`src/design/tsbm_pkg.sv`:
```
// shared types and constants for the token sequence boost memory
package tsbm_pkg;

    // field widths fixed by the stream format
    localparam int TOKEN_W   = 16;
    localparam int PROB_W    = 16;
    localparam int VALUE_W   = 32;
    localparam int TOTAL_W   = 40;
    localparam int QUOT_W    = 17;
    localparam int IDX_W     = 5;
    localparam int PADDR_W   = 3;
    localparam int PDATA_W   = 32;
    localparam int S_DATA_W  = 96;
    localparam int M_DATA_W  = 24;

    localparam logic [15:0] DEFAULT_BOOST_RST = 16'd256;

    // input operation codes
    typedef enum logic [1:0] {
        OP_ADD   = 2'd0,
        OP_DECAY = 2'd1,
        OP_CAND  = 2'd2,
        OP_BONUS = 2'd3
    } op_t;

    // result status codes
    typedef enum logic [1:0] {
        STAT_OK   = 2'd0,
        STAT_FULL = 2'd1,
        STAT_LONG = 2'd2,
        STAT_MANY = 2'd3
    } status_t;

    // sequencer states
    typedef enum logic [4:0] {
        S_IDLE,
        S_ENT,
        S_LEN,
        S_CMP,
        S_FILL_RD,
        S_FILL_WR,
        S_ADD_OUT,
        S_MUL,
        S_ACC,
        S_CO_RD,
        S_CO_DIV,
        S_CO_WAIT,
        S_CO_OUT,
        S_DEC_ENT,
        S_DEC_UPD,
        S_BON_ENT,
        S_BON_UPD
    } state_t;

    // divider request and response
    typedef struct packed {
        logic                 start;
        logic [VALUE_W-1:0]   dividend;
        logic [TOTAL_W-1:0]   divisor;
    } div_req_t;

    typedef struct packed {
        logic                 done;
        logic [QUOT_W-1:0]    quotient;
    } div_rsp_t;

endpackage

```
`src/design/tsbm_div.sv`:
```
// iterative divider: floor(dividend * 2^16 / divisor), one quotient bit per cycle
module tsbm_div
(
    input  logic               clk,
    input  logic               rst_n,
    input  tsbm_pkg::div_req_t req,
    output tsbm_pkg::div_rsp_t rsp
);
    import tsbm_pkg::*;

    localparam int CNT_W = $clog2(QUOT_W + 1);

    logic [CNT_W-1:0]   cnt_reg, cnt_next;
    logic               done_reg, done_next;
    logic [TOTAL_W:0]   rem_reg, rem_next;
    logic [TOTAL_W-1:0] dvs_reg, dvs_next;
    logic [QUOT_W-1:0]  quot_reg, quot_next;
    logic [TOTAL_W:0]   trial;

    // control state
    always_ff @(posedge clk or negedge rst_n)
    begin
        if (!rst_n)
        begin
            cnt_reg  <= '0;
            done_reg <= 1'b0;
        end
        else
        begin
            cnt_reg  <= cnt_next;
            done_reg <= done_next;
        end
    end

    // datapath
    always_ff @(posedge clk)
    begin
        rem_reg  <= rem_next;
        dvs_reg  <= dvs_next;
        quot_reg <= quot_next;
    end

    // one restoring step per cycle, the first step without a shift
    always_comb
    begin
        cnt_next  = cnt_reg;
        done_next = 1'b0;
        rem_next  = rem_reg;
        dvs_next  = dvs_reg;
        quot_next = quot_reg;
        trial     = (cnt_reg == CNT_W'(QUOT_W)) ? rem_reg : {rem_reg[TOTAL_W-1:0], 1'b0};
        if (req.start)
        begin
            cnt_next  = CNT_W'(QUOT_W);
            rem_next  = (TOTAL_W+1)'(req.dividend);
            dvs_next  = req.divisor;
            quot_next = '0;
        end
        else if (cnt_reg != '0)
        begin
            if (trial >= {1'b0, dvs_reg})
            begin
                rem_next  = trial - {1'b0, dvs_reg};
                quot_next = {quot_reg[QUOT_W-2:0], 1'b1};
            end
            else
            begin
                rem_next  = trial;
                quot_next = {quot_reg[QUOT_W-2:0], 1'b0};
            end
            cnt_next  = cnt_reg - CNT_W'(1);
            done_next = (cnt_reg == CNT_W'(1));
        end
    end

    assign rsp.done     = done_reg;
    assign rsp.quotient = quot_reg;

endmodule

```
`config.mk`:
```
export PLATFORM = sky130hd
export DESIGN_NAME = tsbm_div
export DESIGN_NICKNAME = d
export VERILOG_FILES = /design/src/design/tsbm_pkg.sv /design/src/design/tsbm_div.sv
export SDC_FILE = /design/constraint.sdc
export NUM_CORES = 1
export LEC_CHECK = 0
export BUFFER_PORTS_ARGS = -buffer_cell sky130_fd_sc_hd__buf_2
export CORE_MARGIN = 2
export CORE_UTILIZATION = 42
export DETAILED_ROUTE_END_ITERATION = 6
export SLEW_MARGIN = 25
export SYNTH_ARGS = -nofsm -noshare
export SYNTH_HDL_FRONTEND = slang
export SYNTH_SLANG_ARGS = --single-unit
```
`constraint.sdc`:
```
create_clock -name clk -period 8 [get_ports clk]
set_input_delay 1.6 -clock clk [delete_from_list [all_inputs] [get_ports clk]]
set_output_delay 1.6 -clock clk [all_outputs]
set_load 0.02 [all_outputs]
```
==> results_dict.tcl <==
set metrics [dict create \
    largest_reg_flops 41 \
    n_antenna_cell 0 \
    holdWs_ns 0.467 \
    crit_fanout 41 \
    io_pins 93 \
    synth_top_flop_cell "edfxtp_1" \
    drcViolationCount 0 \
    worst_pin_slew_ns 0.889 \
    fillers 1696 \
    ys_ff_latch 104 \
    grt-ovfl-total 0 \
    setup_slack_ns 2.95 \
    ctsResizeCount 0 \
    synth_edf_count 72 \
    synth_area_leader_cell "edfxtp_1" \
    finalWirelength_mm 18.3 \
    start_util 0.428 \
    period_minus_slack_ns 5.05 \
    synth_area_per_cell_um2 8.75 \
    vias 6215 \
    async_flop_share 0.0577 \
    synth_area_leaders "edfxtp_1 29%, ha_1 7.3%, dfxtp_1 7.1%" \
    seqCellArea_um2 2830 \
    grtUsageTotal 0.200 \
    final_max_slew_viol_count 0 \
    cts-hold-fix-buffers 0 \
    grt_pass1_vias 5755 \
    postSynthCellCount 844 \
    cap_viol_max_count 0 \
    dp_hpwl_mm 13.2 \
    wl_per_cell_um 16.3 \
    synth_fp_nets 963 \
    grt_pass1_wl_mm 29.7 \
    slew_headroom 0.407 \
    p_leak_nw 3.44 \
    status "complete, no violations" \
    drtAntennaViolNets 0 \
    critPathLaunchType "flip-flop" \
    nets 1016 \
    crit_path_max_incr_delay_ns 0.75 \
    clock_sinks 104 \
    cts_tree "yes" \
    layout-drive-gt1-share 0.187 \
    synth_top_area_frac 0.293 \
    path_buf_inv 2 \
    portBuffers 92 \
    die_area_um2 18700 \
    drtPass1Iterations 4 \
    chipHeight_um 137 \
    fmax_ghz 0.198 \
    cts_buffers 9 \
    max-vdd-ir-drop_v 0.000141 \
    required_ns 8.09 \
    yosys_warnings 0 \
    fin_skew_ns 0.0116 \
    die_w_um 137 \
    cts-root-buf "clkbuf_16" \
    area_growth_pct 11.6 \
    crit_chain "inv_1 -> ha_1 -> and4bb_2 -> buf_4 -> mux2_2 -> ha_1 -> nand4_1 -> nor4_1 -> and2_1 -> nand2_1 -> a41oi_1 -> a21o_2 -> mux2i_1 -> o21ai_0" \
    path_clk_slew_ns 0.08 \
    finalHoldViolations 0 \
    synth_common_cells "124 x nand2_1, 72 x edfxtp_1, 71 x a21oi_1" \
    drtIter0Drc 447 \
    core-area_um2 17200 \
    antenna_found_initial 0 \
    final_cells 1127 \
    post-cts-setup-buffer-count 0 \
    h-tree-depth 3 \
    gp_congestion 0.892 \
    cts_buffer_depth 2 \
    seq_area_frac_synth 0.384 \
    setup-tns-final_ns 0 \
    critPathTopFamily "compound AO/OA/AOI/OAI gates" \
    setup_viol 0 \
    grt_max_degree 56 \
    critical_path_class "reg -> reg" \
    crit_slowest_cell "a21o_2" \
    syn_area_um2 7380 \
    rsz0062_at_grt "no" \
    cellPowerDensity_nw_per_um2 345 \
    pre_cts_ws_ns 3.05 \
    arrival_ns 5.15 \
    multi_input_area_um2 4100 \
    clkLatencyLatePin_ns 0.36 \
    place_inst 1111 \
    critPathCaptureType "flip-flop" \
    rows 48 \
    finalCritPeriodShare 0.631 \
    ys_types 71 \
    routed_via_density 5.51 \
    hold_path_class "reg -> reg" \
    worst_path_most_repeated_cell "ha_1" \
    synth.most_common_cell "nand2_1" \
]
area by class of cell:
cell class / instances / area share
repair buffers: 97 / 0.0617
well taps: 225 / 0.0342
clock buffers: 9 / 0.0273
multi-input cells: 627 / 0.498
clock inverters: 7 / 0.00866
flip-flops and latches: 104 / 0.344
inverters: 58 / 0.0264
cells by family (layout without fill, tap and decap cells):
group	after synthesis	count (layout)	share of synthesized area
fa+ha+maj	44	44	0.0756
simple gates	286	286	0.173
xor+xnor	34	34	0.0403
flops	104	104	0.384
compound gates	215	215	0.193
buf+inv	113	171	0.0619
mux	48	48	0.0719
metal layers:
metal  track usage  share of wire  vias up  wire (um)
li1              -              -     3143          -
met1         0.289           0.49     2910       8960
met2         0.314           0.46      149       8430
met3        0.0341          0.042       13        770
met4        0.0451         0.0094        0        172
met5             0              0        -          0
path summary, 6_finish.rpt:
path                              startpoint            to  slack, ns  depth (start not counted)
worst max register to register    cnt_reg[1]   rem_reg[21]       2.95                         14
worst max-delay path              cnt_reg[1]   rem_reg[21]       2.95                         14
worst min register to register  quot_reg[16]  quot_reg[16]       0.47                          2
max in group asynchronous              rst_n    cnt_reg[3]       6.80                          1
worst min-delay path            quot_reg[16]  quot_reg[16]       0.47                          2
min in group asynchronous              rst_n    cnt_reg[4]       1.05                          1
layout by cell type (no fill, tap or decap), drive strengths merged, types with 7 or more instances in the layout:
master    n
a31oi    26
nor4      7
a21o     18
edfxtp   72
dfxtp    26
nor3     22
xnor2    25
mux2i     8
buf      97
a211oi   14
clkbuf    9
xor2      9
nand4    20
a311oi    7
nor2     68
nand3    13
mux2     40
nand2   124
ha       43
o21ai    32
a21oi    72
inv      63
power breakdown:
part / internal, mW / switching [mW]
Sequential: 0.687 / 0.0521
Combinational: 0.672 / 0.982
Clock: 0.222 / 0.231
Total: 1.58 / 1.27
worst register-to-register path, delay by kind of cell (launching register included):
| family | cells | cell delay [ns] |
|---|---|---|
| AOI/OAI and AO/OA | 3 | 1.26 |
| adders and majority gates | 2 | 0.62 |
| buffers and inverters | 2 | 0.58 |
| DFF | 1 | 0.40 |
| muxes | 2 | 0.72 |
| and+or+nand+nor | 5 | 1.22 |
per-stage QoR:
step,total power [mW],util,area [um2]
2_1_floorplan,2.03,-,7380
3_3_place_gp,2.38,0.460,7930
3_5_place_dp,2.37,0.461,7940
4_1_cts,2.84,0.478,8240
5_1_grt,3.08,0.478,8240
6_report,2.85,0.478,8240
Power figures use the tool's default switching activity.
